### src/design/pnl_pkg.sv
`timescale 1ns / 1ps
`default_nettype none
// ----------------------------------------------------------------------------
// pnl_pkg
// Shared types, constants and fixed-point helpers for the PID / plant loop.
// ----------------------------------------------------------------------------
package pnl_pkg;

  localparam int unsigned SINE_TABLE_BITS_DEF = 10;
  localparam int unsigned SETTLE_BAND_DEF     = 6554;

  localparam int unsigned NUM_CFG   = 8;
  localparam int unsigned CFG_IDX_W = 3;

  localparam logic [CFG_IDX_W-1:0] CFG_SETPOINT = 3'd0;
  localparam logic [CFG_IDX_W-1:0] CFG_PLANT_A  = 3'd1;
  localparam logic [CFG_IDX_W-1:0] CFG_PLANT_B  = 3'd2;
  localparam logic [CFG_IDX_W-1:0] CFG_PLANT_C  = 3'd3;
  localparam logic [CFG_IDX_W-1:0] CFG_PLANT_D  = 3'd4;
  localparam logic [CFG_IDX_W-1:0] CFG_PID_Q0   = 3'd5;
  localparam logic [CFG_IDX_W-1:0] CFG_PID_Q1   = 3'd6;
  localparam logic [CFG_IDX_W-1:0] CFG_PID_Q2   = 3'd7;

  localparam logic signed [31:0] SETPOINT_RST = 32'sd1310720;
  localparam logic signed [31:0] PLANT_A_RST  = 32'sd32768;
  localparam logic signed [31:0] PLANT_B_RST  = 32'sd39322;
  localparam logic signed [31:0] PLANT_C_RST  = 32'sd39322;
  localparam logic signed [31:0] PLANT_D_RST  = 32'sd39322;
  localparam logic signed [31:0] PID_Q0_RST   = 32'sd100091;
  localparam logic signed [31:0] PID_Q1_RST   = -32'sd95325;
  localparam logic signed [31:0] PID_Q2_RST   = 32'sd47662;

  localparam logic signed [31:0] ONE_Q16     = 32'sd65536;
  localparam logic signed [31:0] OUT_RST     = 32'sd131072;
  localparam logic signed [31:0] ERR_RST     = 32'sd1179648;
  localparam logic signed [31:0] INV2PI_Q32  = 32'sd683565276;
  localparam logic [63:0]        HALFPI_Q30  = 64'd1686629713;
  localparam logic signed [63:0] ROUND_HALF  = 64'sd32768;

  localparam logic [63:0] TAYLOR_DIV [8] = '{64'd6, 64'd20, 64'd42, 64'd72,
                                             64'd110, 64'd156, 64'd210, 64'd272};

  localparam logic [1:0] KIND_RESTART = 2'd0;
  localparam logic [1:0] KIND_HOLD    = 2'd1;
  localparam logic [1:0] KIND_TICK    = 2'd2;

  localparam logic [3:0] LAST_STEP = 4'd8;

  typedef struct packed {
    logic       capture;
    logic       eval;
    logic       run;
    logic [3:0] cnt;
    logic       commit;
    logic [1:0] kind;
  } dp_cmd_t;

  typedef struct packed {
    logic act;
    logic banded;
  } dp_sts_t;

  function automatic logic signed [31:0] sat32(input logic signed [49:0] v);
    if (v > 50'sd2147483647) begin
      return 32'sh7fffffff;
    end else if (v < -50'sd2147483648) begin
      return 32'sh80000000;
    end
    return v[31:0];
  endfunction

  function automatic logic ovf32(input logic signed [49:0] v);
    return (v > 50'sd2147483647) || (v < -50'sd2147483648);
  endfunction

  // Taylor sine on [0, pi/2], Q30 in and out
  function automatic logic [63:0] sin_q30(input logic [63:0] x);
    logic [63:0]        x2;
    logic [63:0]        term;
    logic signed [63:0] sum;
    x2   = (x * x) >> 30;
    term = x;
    sum  = signed'(x);
    for (int k = 0; k < 8; k++) begin
      term = ((term * x2) >> 30) / TAYLOR_DIV[k];
      if (k % 2 == 0) begin
        sum = sum - signed'(term);
      end else begin
        sum = sum + signed'(term);
      end
    end
    if (sum < 0) begin
      sum = 64'sd0;
    end
    return unsigned'(sum);
  endfunction

endpackage
`default_nettype wire

### src/design/pnl_ctrl.sv
`timescale 1ns / 1ps
`default_nettype none
// ----------------------------------------------------------------------------
// pnl_ctrl
// Sequencer: capture, evaluate, nine run steps (normal tick only), commit to output reg.
// ----------------------------------------------------------------------------
module pnl_ctrl import pnl_pkg::*; (
  input  wire logic    clk,
  input  wire logic    rst,
  input  wire logic    in_valid,
  output logic         in_ready,
  output logic         out_valid,
  input  wire logic    out_ready,
  input  wire dp_sts_t sts,
  output dp_cmd_t      cmd
);

  localparam logic [1:0] ST_IDLE   = 2'd0;
  localparam logic [1:0] ST_EVAL   = 2'd1;
  localparam logic [1:0] ST_RUN    = 2'd2;
  localparam logic [1:0] ST_COMMIT = 2'd3;

  logic [1:0] state, state_next;
  logic [3:0] cnt, cnt_next;
  logic [1:0] kind, kind_next;
  logic       can_commit;

  assign in_ready   = (state == ST_IDLE);
  assign can_commit = !out_valid || out_ready;

  always_comb begin
    state_next  = state;
    cnt_next    = cnt;
    kind_next   = kind;
    cmd         = '0;
    cmd.cnt     = cnt;
    cmd.kind    = kind;
    unique case (state)
      ST_IDLE: begin
        if (in_valid) begin
          cmd.capture = 1'b1;
          state_next  = ST_EVAL;
        end
      end
      ST_EVAL: begin
        cmd.eval = 1'b1;
        cnt_next = '0;
        if (sts.act) begin
          kind_next  = KIND_RESTART;
          state_next = ST_COMMIT;
        end else if (sts.banded) begin
          kind_next  = KIND_HOLD;
          state_next = ST_COMMIT;
        end else begin
          kind_next  = KIND_TICK;
          state_next = ST_RUN;
        end
      end
      ST_RUN: begin
        cmd.run = 1'b1;
        if (cnt == LAST_STEP) begin
          state_next = ST_COMMIT;
        end else begin
          cnt_next = cnt + 4'd1;
        end
      end
      ST_COMMIT: begin
        if (can_commit) begin
          cmd.commit = 1'b1;
          state_next = ST_IDLE;
        end
      end
      default: state_next = ST_IDLE;
    endcase
  end

  always_ff @(posedge clk) begin
    if (rst) begin
      state     <= ST_IDLE;
      cnt       <= '0;
      kind      <= KIND_TICK;
      out_valid <= 1'b0;
    end else begin
      state <= state_next;
      cnt   <= cnt_next;
      kind  <= kind_next;
      if (cmd.commit) begin
        out_valid <= 1'b1;
      end else if (out_ready) begin
        out_valid <= 1'b0;
      end
    end
  end

endmodule
`default_nettype wire

### config.mk
export PLATFORM = sky130hd
export DESIGN_NAME = pnl_ctrl
export DESIGN_NICKNAME = d
export VERILOG_FILES = /design/src/design/pnl_pkg.sv /design/src/design/pnl_ctrl.sv
export SDC_FILE = /design/constraint.sdc
export NUM_CORES = 1
export LEC_CHECK = 0
export BUFFER_PORTS_ARGS = -buffer_cell sky130_fd_sc_hd__buf_4
export CAP_MARGIN = 0
export CORE_AREA = 3 3 40 42
export CTS_BUF_LIST = sky130_fd_sc_hd__clkbuf_8
export DETAILED_ROUTE_END_ITERATION = 8
export DIE_AREA = 0 0 43 45
export GPL_TIMING_DRIVEN = 0
export PLACE_DENSITY = 0.76
export SLEW_MARGIN = 20
export SYNTH_ARGS = -nofsm -noshare
export SYNTH_HDL_FRONTEND = slang
export SYNTH_SLANG_ARGS = --single-unit
export TNS_END_PERCENT = 10
### constraint.sdc
create_clock -name clk -period 2.45 [get_ports clk]
set_clock_uncertainty 0.1 [all_clocks]
set_input_delay 0.3675 -clock clk [delete_from_list [all_inputs] [get_ports clk]]
set_output_delay 0.3675 -clock clk [all_outputs]
set_load 0.01 [all_outputs]
==> results of run 1 <==
[kinds of logic after synthesis]
logic type               after synthesis
buffers and inverters                  9
adder cells (fa/ha/maj)                6
flip-flops                             9
AO/OA/AOI/OAI                         13
AND/OR/NAND/NOR                       21
multiplexers                           2
[worst min-delay path, stage by stage]
cell	delay (ns)
buf_4	0.08
nand2b_1	0.09
a311oi_1	0.04
[cell usage in the layout (no fill, tap or decap)]
master | Yosys | routed
buf_4 | 0 | 17
dfxtp_1 | 9 | 9
inv_1 | 7 | 7
nand2b_1 | 7 | 7
ha_1 | 6 | 6
nor2_1 | 4 | 4
a21oi_1 | 4 | 4
nand3_1 | 3 | 3
o211ai_1 | 3 | 3
clkbuf_8 | 0 | 3
nor2b_1 | 2 | 2
clkbuf_1 | 2 | 2
o21ai_0 | 2 | 2
a31oi_1 | 2 | 2
nand3b_4 | 1 | 1
and3b_2 | 1 | 1
a222oi_1 | 1 | 1
mux2i_1 | 1 | 1
nand4_1 | 1 | 1
or2_2 | 1 | 1
mux2_1 | 1 | 1
a311oi_1 | 1 | 1
nand3b_1 | 1 | 1
clkinv_2 | 0 | 1
[final cells by class]
class                   instances  area [µm²]
well taps                      15        18.8
multi-input cells              42         317
inverters                       7        26.3
clock buffers                   3        41.3
plain buffers                   2        7.51
flip-flops and latches          9         180
clock inverters                 1        5.00
fillers                       139         562
repair buffers                 17         128
[worst paths after layout]
path,start,to,slack (ns),cells after the start
setup / recovery,state[0],state[0],0.52,5
hold / removal,rst,cnt[2],0.29,3
setup reg to reg,state[0],state[0],0.52,5
hold reg to reg,kind[0],kind[0],0.37,2
[layer usage]
| layer | vias to the layer above | routed length [µm] | share of wire (%) | GRT usage [%] |
|---|---|---|---|---|
| met5 | - | 0 | 0 | 0 |
| met4 | 0 | 10 | 0.86 | 7.23 |
| met3 | 2 | 68 | 5.8 | 3.59 |
| met2 | 12 | 546 | 47 | 22.2 |
| met1 | 226 | 542 | 46 | 16.7 |
| li1 | 249 | - | - | - |
[power groups by stage]
stage | combinational, mW | clock, mW | sequential [mW]
after detailed placement | 0.297 | 0 | 0.207
after global placement | 0.289 | 0 | 0.206
after global routing | 0.329 | 0.191 | 0.209
after CTS | 0.299 | 0.178 | 0.204
after floorplan | 0.184 | 0 | 0.207
final | 0.297 | 0.176 | 0.204
[flip-flops by register name, indices dropped and copies added, names as in the netlist]
| signal | count |
|---|---|
| cnt | 4 |
| out_valid | 1 |
| kind | 2 |
| state | 2 |
[metrics by stage]
stage                     area [µm²]  total power [mW]  hold WS (ns)  cells
after floorplan                  531             0.391         0.390     60
after global placement           677             0.495         0.358     92
after detailed placement         677             0.504         0.367     92
after CTS                        723             0.680         0.289     96
after global routing             723             0.729         0.305     96
final                            723             0.677         0.290     96
==> metrics.md, run 1 <==
| Metric | Value |
|---|---|
| Final WL | approximately 1200 µm |
| CP Capture Type | register |
| Unique cell type count in the Yosys netlist | 21 |
| Status | completed |
| Die X | 43 µm |
| Worst setup margin | 0.515 ns |
| EDFF count, synth | 0 |
| Ranking of synthesized cells by area | dfxtp_1 34%, ha_1 14%, nand2b_1 8.3% |
| RePlAce Congestion | roughly 0.74 |
| Routed wire per std cell | approximately 12 µm |
| Clk root buf | clkbuf_8 |
| Mean area per synthesized cell | 8.84 µm² |
| Net switching power | 0.250 mW |
| Most common cell in the netlist | dfxtp_1 |
| Cells after Synth | 60 |
| Tcrit/Tclk final | 79.0% |
| Vias in the first global route | 461 |
| Hold Fails Final Rpt | 0 |
| Crit path max-delay family | compound AO/OA/AOI/OAI gates |
| Flop pwr share | 30.1% |
| Post-synth top area share | approximately a third |
| CP max FO | 8 |
| Total global-route track usage | 13.7% |
| Initial DRC Count | 8 |
| Synth top cells by count | 9 x dfxtp_1, 7 x inv_1, 7 x nand2b_1 |
| Largest net degree at the start of global routing | 11 |
| Clock Path Buffers | 2 |
| Starting density of the core | slightly above 40% |
| Cell Chain, Critical Path | inv_1 -> ha_1 -> clkbuf_1 -> a222oi_1 -> mux2_1 |
| Post-synth top flop | dfxtp_1 |
| P_int | ~0.43 mW |
| Static leakage | 0.321 nW |
| # hold bufs at CTS | 0 |
| PortBufs | 17 |
| Slew @ Worst Pin | between 0.4 and 0.5 ns |
| Fin Setup TNS | 0 ns |
| Grt total ovfl | 0 |
| CTS tree | built |
| Clk sinks | 9 |
| Max IR drop VDD | between 0.5 and 0.6 mV |
| Synthesis-to-finish area growth | 36.3% |
| N_diodes | 0 |
| Htree depth | 1 |
| DP Wirelength | 866 µm |
| Startpoint Class | register |
| Sw frac | 36.8% |
| # nets final | 94 |
| Sequential share of the synthesized area | roughly a third |
| Compound-cell area share of the yosys netlist | 15.8% |
| Clock share of power | 26.0% |
| Fin. max-slew vios | 0 |
| Share of cells above drive strength 1 | 29.6% |
| Setup Viol. Count Final | 0 |
| XOR/XNOR share of the synthesized area | 0% |
| CTS buffer count | 3 |
| RSZ-0062 raised after global routing | no |
| Core ar. | 1280 µm² |
| IO Pins | 18 |
| Clk_lat worst skew | 0.23 ns |
| Max-Cap Viols | 0 |
| Syn nets | 72 |
| Pre-Repair DR Iteration Count | 4 |
| Max Clk Rate | 517 MHz |
| Vias per cell | 5.09 |
| # rows | 13 |
| Pwr per Cell Area | 937 nW/µm² |
| Multiplexer area fraction after synthesis | 4.01% |
| Largest family of logic cells by synthesized area | simple AND/OR/NAND/NOR gates |
| Post-layout util | 56.3% |
| Initial antenna violation count | 0 |
| Residual DRC | 0 |
| Via Count | 489 |
| Rel. slew slack | about two thirds |
| DIE HEIGHT | 45 µm |
| Worst Path Buf+Inv | 2 |
| Final ANT Viol Nets | 0 |
| Hold WC Path Type | input pin to register |
| Post-CTS setup buffer count | 0 |
| Crit Path Class | register to register |
| Post-synthesis cell area | between 500 and 600 µm² |
| Synth Area in Adders | 14.2% |
| Crit path max-delay cell type | a222oi_1 |
| Min Tclk post-route | roughly 1.9 ns |
| Yosys warns | 0 |
| Critical Path AT | 1.96 ns |
| Full die area | between 1500 and 2000 µm² |
| Ys async rst share | 0% |
| Leading area contributor after synthesis | dfxtp_1 |
| Post-CTS resize count | 0 |
| Clock slew at reported path FFs | 0.05 ns |
| CP required | 2.47 ns |
| Post-synthesis simple-gate area fraction | 25.7% |
| #FFs+latches synth | 9 |
| Place WS | about 0.52 ns |
| First-pass GRT wire length | approximately 2000 µm |
| Largest stage delay, worst path | between 0.4 and 0.5 ns |
| Comb pwr share | 43.9% |
No activity file was read; power rests on OpenSTA's default activity.
==> run 2, diff against run 1 <==
--- a/config.mk
+++ b/config.mk
@@ -5,6 +5,7 @@
 export SDC_FILE = /design/constraint.sdc
 export NUM_CORES = 1
 export LEC_CHECK = 0
+export ABC_AREA = 1
 export BUFFER_PORTS_ARGS = -buffer_cell sky130_fd_sc_hd__buf_4
 export CAP_MARGIN = 0
 export CORE_AREA = 3 3 40 42
==> constraint.sdc (replaced) <==
create_clock -name clk -period 1.85 [get_ports clk]
set_clock_uncertainty 0.1 [all_clocks]
set_input_delay 0.2775 -clock clk [delete_from_list [all_inputs] [get_ports clk]]
set_output_delay 0.2775 -clock clk [all_outputs]
set_load 0.01 [all_outputs]
==> run 2 against run 1 <==
Area after synthesis is 1.4% higher. Register-to-register slack worse by 0.15 ns. Clock power is 26% higher. Design area is 0.87% higher. Count of clock-buffer cells in the layout stayed put. Power is 49% higher.
==> metrics.md, run 2 <==
| Metric | Value |
|---|---|
| Status | completed |
| Leading area contributor after synthesis | dfxtp_1 |
| #FFs+latches synth | 9 (unchanged) |
| EDFF count, synth | 0 (unchanged) |
| Largest registers | cnt: 4 flops, kind: 2 flops, state: 2 flops |
| Post-CTS setup buffer count | 0 (unchanged) |
| Min Tclk post-route | 1.57 ns |
| R2r setup slk | 0.37 ns (-0.15 ns) |
| RSZ-0062 raised after global routing | no |
| N_diodes | 0 (unchanged) |
| Max-Cap Viols | 0 (unchanged) |
| Place WS | 0.388 ns (-0.136 ns) |
| Total global-route track usage | 13.1% (-0.55 points) |
| Post-CTS resize count | 0 (unchanged) |
| Worst setup margin | 0.281 ns (-0.234 ns) |
| Post-synth top area share | 33.5% (-0.47 points) |
| Commonest non-fill, non-tap cell in the layout | buf_4 |
| First-pass GRT wire length | 1880 µm (-3.9%) |
| Clk sinks | 9 (unchanged) |
| PortBufs | 17 (unchanged) |
| # hold bufs at CTS | 0 (unchanged) |
| Rel. slew slack | 85.8% (+17 points) |
| Starting density of the core | 41.9% (+0.58 points) |
| Hold Fails Final Rpt | 0 (unchanged) |
| # nets final | 110 (+17%) |
| Biggest register | cnt |
| Pwr per Cell Area | 1380 nW/µm² (+48%) |
| Post-layout util | 56.8% (+0.49 points) |
| Hold WC Path Type | input pin to register |
| Grt total ovfl | 0 (unchanged) |
| Max IR drop VDD | 0.630 mV (+15%) |
| Full die area | 1940 µm² (unchanged) |
| Cell Chain, Critical Path | inv_1 -> ha_1 -> nand2_1 -> inv_1 -> buf_4 |
| Largest net degree at the start of global routing | 7 (-4) |
| CTS tree | built |
| IO Pins | 18 (unchanged) |
| Syn nets | 88 (+22%) |
| Pre-Repair DR Iteration Count | 2 (-2) |
| Die X | 43 µm (unchanged) |
| CP max FO | 4 (-4) |
| Synthesis-to-finish area growth | 35.6% |
| Cells after Synth | 76 (+27%) |
| Unique cell type count in the Yosys netlist | 15 (-29%) |
| Core ar. | 1280 µm² (unchanged) |
| Sequential share of the synthesized area | 33.5% (-0.47 points) |
| CP most frequent cell | inv_1 |
| Hold WS | 0.142 ns (-0.148 ns) |
| Static leakage | 0.373 nW (+16%) |
| Clock Path Buffers | 2 (unchanged) |
| CTS buffer count | 3 (unchanged) |
| Ys async rst share | 0% (unchanged) |
| Yosys warns | 0 (unchanged) |
| Post-synthesis cell area | 538 µm² (+1.4%) |
| DP Wirelength | 867 µm (+0.16%) |
| Vias in the first global route | 451 (-2.2%) |
| CP required | 1.47 ns (-1.00 ns) |
| Mean area per synthesized cell | 7.08 µm² (-20%) |
| Max FFs per register | 4 (unchanged) |
| Crit Path Class | register to output pin |
| # rows | 13 (unchanged) |
| Max Clk Rate | about 640 MHz |
| Fin. max-slew vios | 0 (unchanged) |
| Synth top cells by count | 13 x nand2_1, 11 x inv_1, 10 x nor2_1 |
| Final WL | 1130 µm (-3.3%) |
| Setup Viol. Count Final | 0 (unchanged) |
| Fin Setup TNS | 0 ns (unchanged) |
| Clk_lat worst skew | 0.23 ns (about the same) |
| Most common cell in the netlist | nand2_1 |
| Tcrit/Tclk final | 84.8% |
| Crit path max-delay cell type | dfxtp_1 |
| Ranking of synthesized cells by area | dfxtp_1 33%, ha_1 14%, nand2_1 9.1% |
| Post-synth top flop | dfxtp_1 |
| RePlAce Congestion | 0.825 (+11%) |
| Slew @ Worst Pin | 0.212 ns (-0.259 ns) |
| DIE HEIGHT | 45 µm (unchanged) |
| Most frequent cells in the layout | 17 x buf_4, 13 x nand2_1, 12 x inv_1 |
| Final ANT Viol Nets | 0 (unchanged) |
| Residual DRC | 0 (unchanged) |
| Clock slew at reported path FFs | 0.05 ns (about the same) |
| Largest stage delay, worst path | 0.38 ns (-0.06 ns) |
| Critical Path AT | 1.19 ns (-0.77 ns) |
| Routed wire per std cell | 10.1 µm (-17%) |
| Via Count | 537 (+9.8%) |
| Vias per cell | 4.79 (-5.9%) |
| Clk root buf | clkbuf_8 |
| CP Capture Type | output pin |
| Htree depth | 1 (unchanged) |
| Startpoint Class | register |
| Share of cells above drive strength 1 | 30.9% (+1.3 points) |
| Initial antenna violation count | 0 (unchanged) |
| Initial DRC Count | 3 (-5) |
-- run 2: cell families (layout without fill, tap and decap cells) --
kind of cell / count (synthesis) / after routing / share of synthesized area (%)
adder cells (fa/ha/maj): 6 / 6 / 14.0
flip-flops: 9 / 9 / 33.5
AO/OA/AOI/OAI: 10 / 10 / 10.0
AND/OR/NAND/NOR: 37 / 37 / 32.8
buffers and inverters: 14 / 35 / 9.77
-- run 2: worst max-delay path, delay by kind of cell, from the launching register on --
kind	cells	cell delay, ns
flops	1	0.38
buf+inv	3	0.27
fa+ha+maj	1	0.25
simple gates	1	0.07
-- run 2: final timing paths --
| kind | start | end | depth (start not counted) |
|---|---|---|---|
| max | state[0] | cmd[9] | 5 |
| min reg2reg | out_valid | out_valid | 2 |
| max reg2reg | state[0] | cnt[0] | 5 |
| min | rst | out_valid | 2 |
-- run 2: metrics by stage --
| step | total power, mW | area (µm²) | instances |
|---|---|---|---|
| 4_1_cts | 1.03 | 729 | 112 |
| 3_3_place_gp | 0.785 | 684 | 108 |
| 2_1_floorplan | 0.622 | 538 | 76 |
| 5_1_grt | 1.10 | 729 | 112 |
| 6_report | 1.01 | 729 | 112 |
| 3_5_place_dp | 0.795 | 684 | 108 |
-- run 2: layout make-up --
class	count	area (µm²)
fillers	122	556
clock buffers	3	41.3
inverters	14	52.6
flip-flops and latches	9	180
repair buffers	17	128
multi-input cells	53	305
well taps	15	18.8
clock inverters	1	3.75
-- run 2: routing by layer --
metal  track usage (%)  routed length, µm  vias up
li1                  -                  -      281
met1              16.5                494      239
met2              19.5                536       12
met3              4.78                 71        5
met4              7.23                 25        0
met5                 0                  0        -
-- run 2: power by group --
group | total [mW] | switching (mW) | leakage (nW) | internal [mW]
Clock | 0.222 | 0.0779 | 0.0269 | 0.144
Combinational | 0.503 | 0.281 | 0.273 | 0.222
Sequential | 0.284 | 0.0453 | 0.0735 | 0.238
Total | 1.01 | 0.405 | 0.373 | 0.605
==> run 3, diff against run 2 <==
--- a/config.mk
+++ b/config.mk
@@ -5,7 +5,7 @@
 export SDC_FILE = /design/constraint.sdc
 export NUM_CORES = 1
 export LEC_CHECK = 0
-export ABC_AREA = 1
+export ABC_AREA = 0
 export BUFFER_PORTS_ARGS = -buffer_cell sky130_fd_sc_hd__buf_4
 export CAP_MARGIN = 0
 export CORE_AREA = 3 3 40 42
@@ -13,7 +13,7 @@
 export DETAILED_ROUTE_END_ITERATION = 8
 export DIE_AREA = 0 0 43 45
 export GPL_TIMING_DRIVEN = 0
-export PLACE_DENSITY = 0.76
+export PLACE_DENSITY = 0.78
 export SLEW_MARGIN = 20
 export SYNTH_ARGS = -nofsm -noshare
 export SYNTH_HDL_FRONTEND = slang
==> constraint.sdc (replaced) <==
create_clock -name clk -period 1.3 [get_ports clk]
set_clock_uncertainty 0.1 [all_clocks]
set_input_delay 0.195 -clock clk [delete_from_list [all_inputs] [get_ports clk]]
set_output_delay 0.195 -clock clk [all_outputs]
set_load 0.01 [all_outputs]
==> run 3 against run 2 <==
The flow now finishes with violations (setup timing). Design area is 19% higher. First-iteration DRC count stayed put. Sequential power is 49% higher. Flip-flop and latch count stayed put. Via count is 6.0% lower. Sequential share of layout area is 2.6 points lower. Largest cell class unchanged.
==> metrics.md, run 3 (synthesis results as in run 1) <==
| Metric | Value |
|---|---|
| Pwr per Cell Area | 1900 nW/µm² (+37%) |
| Max Clk Rate | 614 MHz |
| Grt total ovfl | 0 (unchanged) |
| Share of cells above drive strength 1 | 55.2% (+24 points) |
| Multi-input gate area | 389 µm² (+27%) |
| Worst setup margin | -0.328 ns (-0.609 ns) |
| Residual DRC | 0 (unchanged) |
| Final WL | 1320 µm (+17%) |
| CP Capture Type | register |
| Cell Chain, Critical Path | inv_4 -> ha_4 -> a222oi_1 -> buf_4 -> mux2_4 |
| Post-layout util | 67.8% (+11 points) |
| CTS tree | built |
| Pre-Repair DR Iteration Count | 4 (+2) |
| Clock slew at reported path FFs | 0.04 ns (about the same) |
| Starting density of the core | 41.3% (-0.58 points) |
| Met1 GRT Util | 15.0% (-1.5 points) |
| Static leakage | 0.365 nW (-2.1%) |
| Met3 Use GR | 5.18% (+0.40 points) |
| Crit path max-delay cell type | dfxtp_4 |
| DIE HEIGHT | 45 µm (unchanged) |
| Most frequent cells in the layout | 22 x buf_4, 6 x nand2b_1, 5 x dfxtp_1 |
| Crit Path Class | register to register |
| Met2 GRT Util | 28.4% (+9.0 points) |
| Fillers | 106 (-13%) |
| Hold Fails Final Rpt | 0 (unchanged) |
| Register area | 193 µm² (+6.9%) |
| PortBufs | 17 (unchanged) |
| Slew @ Worst Pin | 0.415 ns (+0.203 ns) |
| Die X | 43 µm (unchanged) |
| Status | finished with violations |
| # rows | 13 (unchanged) |
| Clk_lat worst skew | 0.23 ns (about the same) |
| Failing checks | setup timing |
| Final ANT Viol Nets | 0 (unchanged) |
| Largest net degree at the start of global routing | 11 (+4) |
| Fin. max-slew vios | 0 (unchanged) |
| Max FFs per register | 4 (unchanged) |
| Placed cell area | 727 µm² (+6.2%) |
| Initial antenna violation count | 0 (unchanged) |
| Largest registers | cnt: 4 flops, kind: 2 flops, state: 2 flops |
| RSZ-0062 raised after global routing | yes |
| Commonest non-fill, non-tap cell in the layout | buf_4 |
| First-pass GRT wire length | 2190 µm (+17%) |
| Max-Cap Viols | 0 (unchanged) |
| Largest stage delay, worst path | 0.39 ns (about the same) |
| Clock Path Buffers | 2 (unchanged) |
| Vias in the first global route | 520 (+15%) |
| Crit path max-delay family | flip-flops |
| Synthesis-to-finish area growth | 64.2% |
| Via Count | 505 (-6.0%) |
| Clk sinks | 9 (unchanged) |
| RePlAce Congestion | 0.713 (-14%) |
| Total global-route track usage | 15.0% (+1.9 points) |
| Max IR drop VDD | 1.40 mV (+120%) |
| Fin Setup TNS | -1.08 ns (-1.08 ns) |
| CP max FO | 5 (+1) |
| # nets final | 100 (-9.1%) |
| Vias per cell | 4.95 (+3.3%) |
| IO Pins | 18 (unchanged) |
| Worst Path Buf+Inv | 2 (-1) |
| CTS buffer count | 3 (unchanged) |
| Tcrit/Tclk final | 125% |
| Startpoint Class | register |
| DP Wirelength | 933 µm (+7.6%) |
| Final instance area | 871 µm² (+19%) |
| Full die area | 1940 µm² (unchanged) |
| Core ar. | 1280 µm² (unchanged) |
| CP required | 1.31 ns (-0.16 ns) |
| Clk root buf | clkbuf_8 |
| Initial DRC Count | 3 (unchanged) |
| Htree depth | 1 (unchanged) |
| Min Tclk post-route | 1.63 ns |
| Critical Path AT | 1.64 ns (+0.45 ns) |
| Setup Viol. Count Final | 7 (+7) |
| Hold WC Path Type | input pin to register |
| Routed wire per std cell | 12.9 µm (+28%) |
| Rel. slew slack | 72.3% (-14 points) |
| Most Crowded Layer GR | met2 |
| Biggest register | cnt |
| N_diodes | 0 (unchanged) |
-- run 3: cell count changes in the layout (fill, tap and decap cells not counted), sizes merged, moves of 2 or more --
cell	before	now
nor2	10	4
nand2b	0	7
o211ai	0	3
nand3b	0	2
a31oi	0	2
buf	17	24
nor2b	0	2
inv	15	8
nand2	17	0
a21oi	8	4
nand3	8	3
-- run 3: what timing repair did --
item,in CTS,in global routing
resized for setup,12,4
hold buffers,0,0
pin swaps,5,2
buffers inserted,6,1
endpoints found under the setup margin,9,11
-- run 3: path summary, 6_finish.rpt --
check,startpoint,to,slack [ns],depth (start not counted)
worst max register to register,state[1],state[0],-0.33,5
worst min-delay path,rst,cnt[2],0.14,3
worst min register to register,kind[0],kind[0],0.38,2
worst max-delay path,state[1],state[0],-0.33,5
-- run 3: area by class of cell --
type / instances / share of cell area (%)
timing repair buffer: 24 / 21.6
multi-input combinational: 42 / 44.7
inverter: 7 / 3.88
buffer: 1 / 0.431
clock buffer: 3 / 4.74
clock inverter: 1 / 0.431
tap: 15 / 2.16
sequential: 9 / 22.1
-- run 3: per-layer routing --
metal	vias up	share of wire, %
met2	10	54
li1	261	-
met1	232	41
met3	2	4.1
met4	0	0.46
met5	-	0
-- run 3: metrics by stage --
step / power, mW / worst slack (ns) / std cells / hold WS (ns)
finish: 1.65 / -0.328 / 102 / 0.145
global route: 1.77 / -0.382 / 102 / 0.159
CTS: 1.58 / -0.263 / 101 / 0.127
detailed placement: 1.07 / -0.418 / 92 / 0.367
global placement: 1.04 / -0.376 / 92 / 0.356
floorplan: 0.849 / -0.302 / 60 / 0.259
-- run 3: power by group --
group          leakage [nW]  total, mW  internal [mW]  switching, mW
sequential           0.0758      0.424          0.351         0.0726
combinational         0.263      0.921          0.516          0.405
clock                0.0269      0.307          0.205          0.102
-- run 3: worst min-delay path, cell delays in order --
cell,delay [ns]
buf_4,0.08
nand2b_1,0.10
a311oi_2,0.04
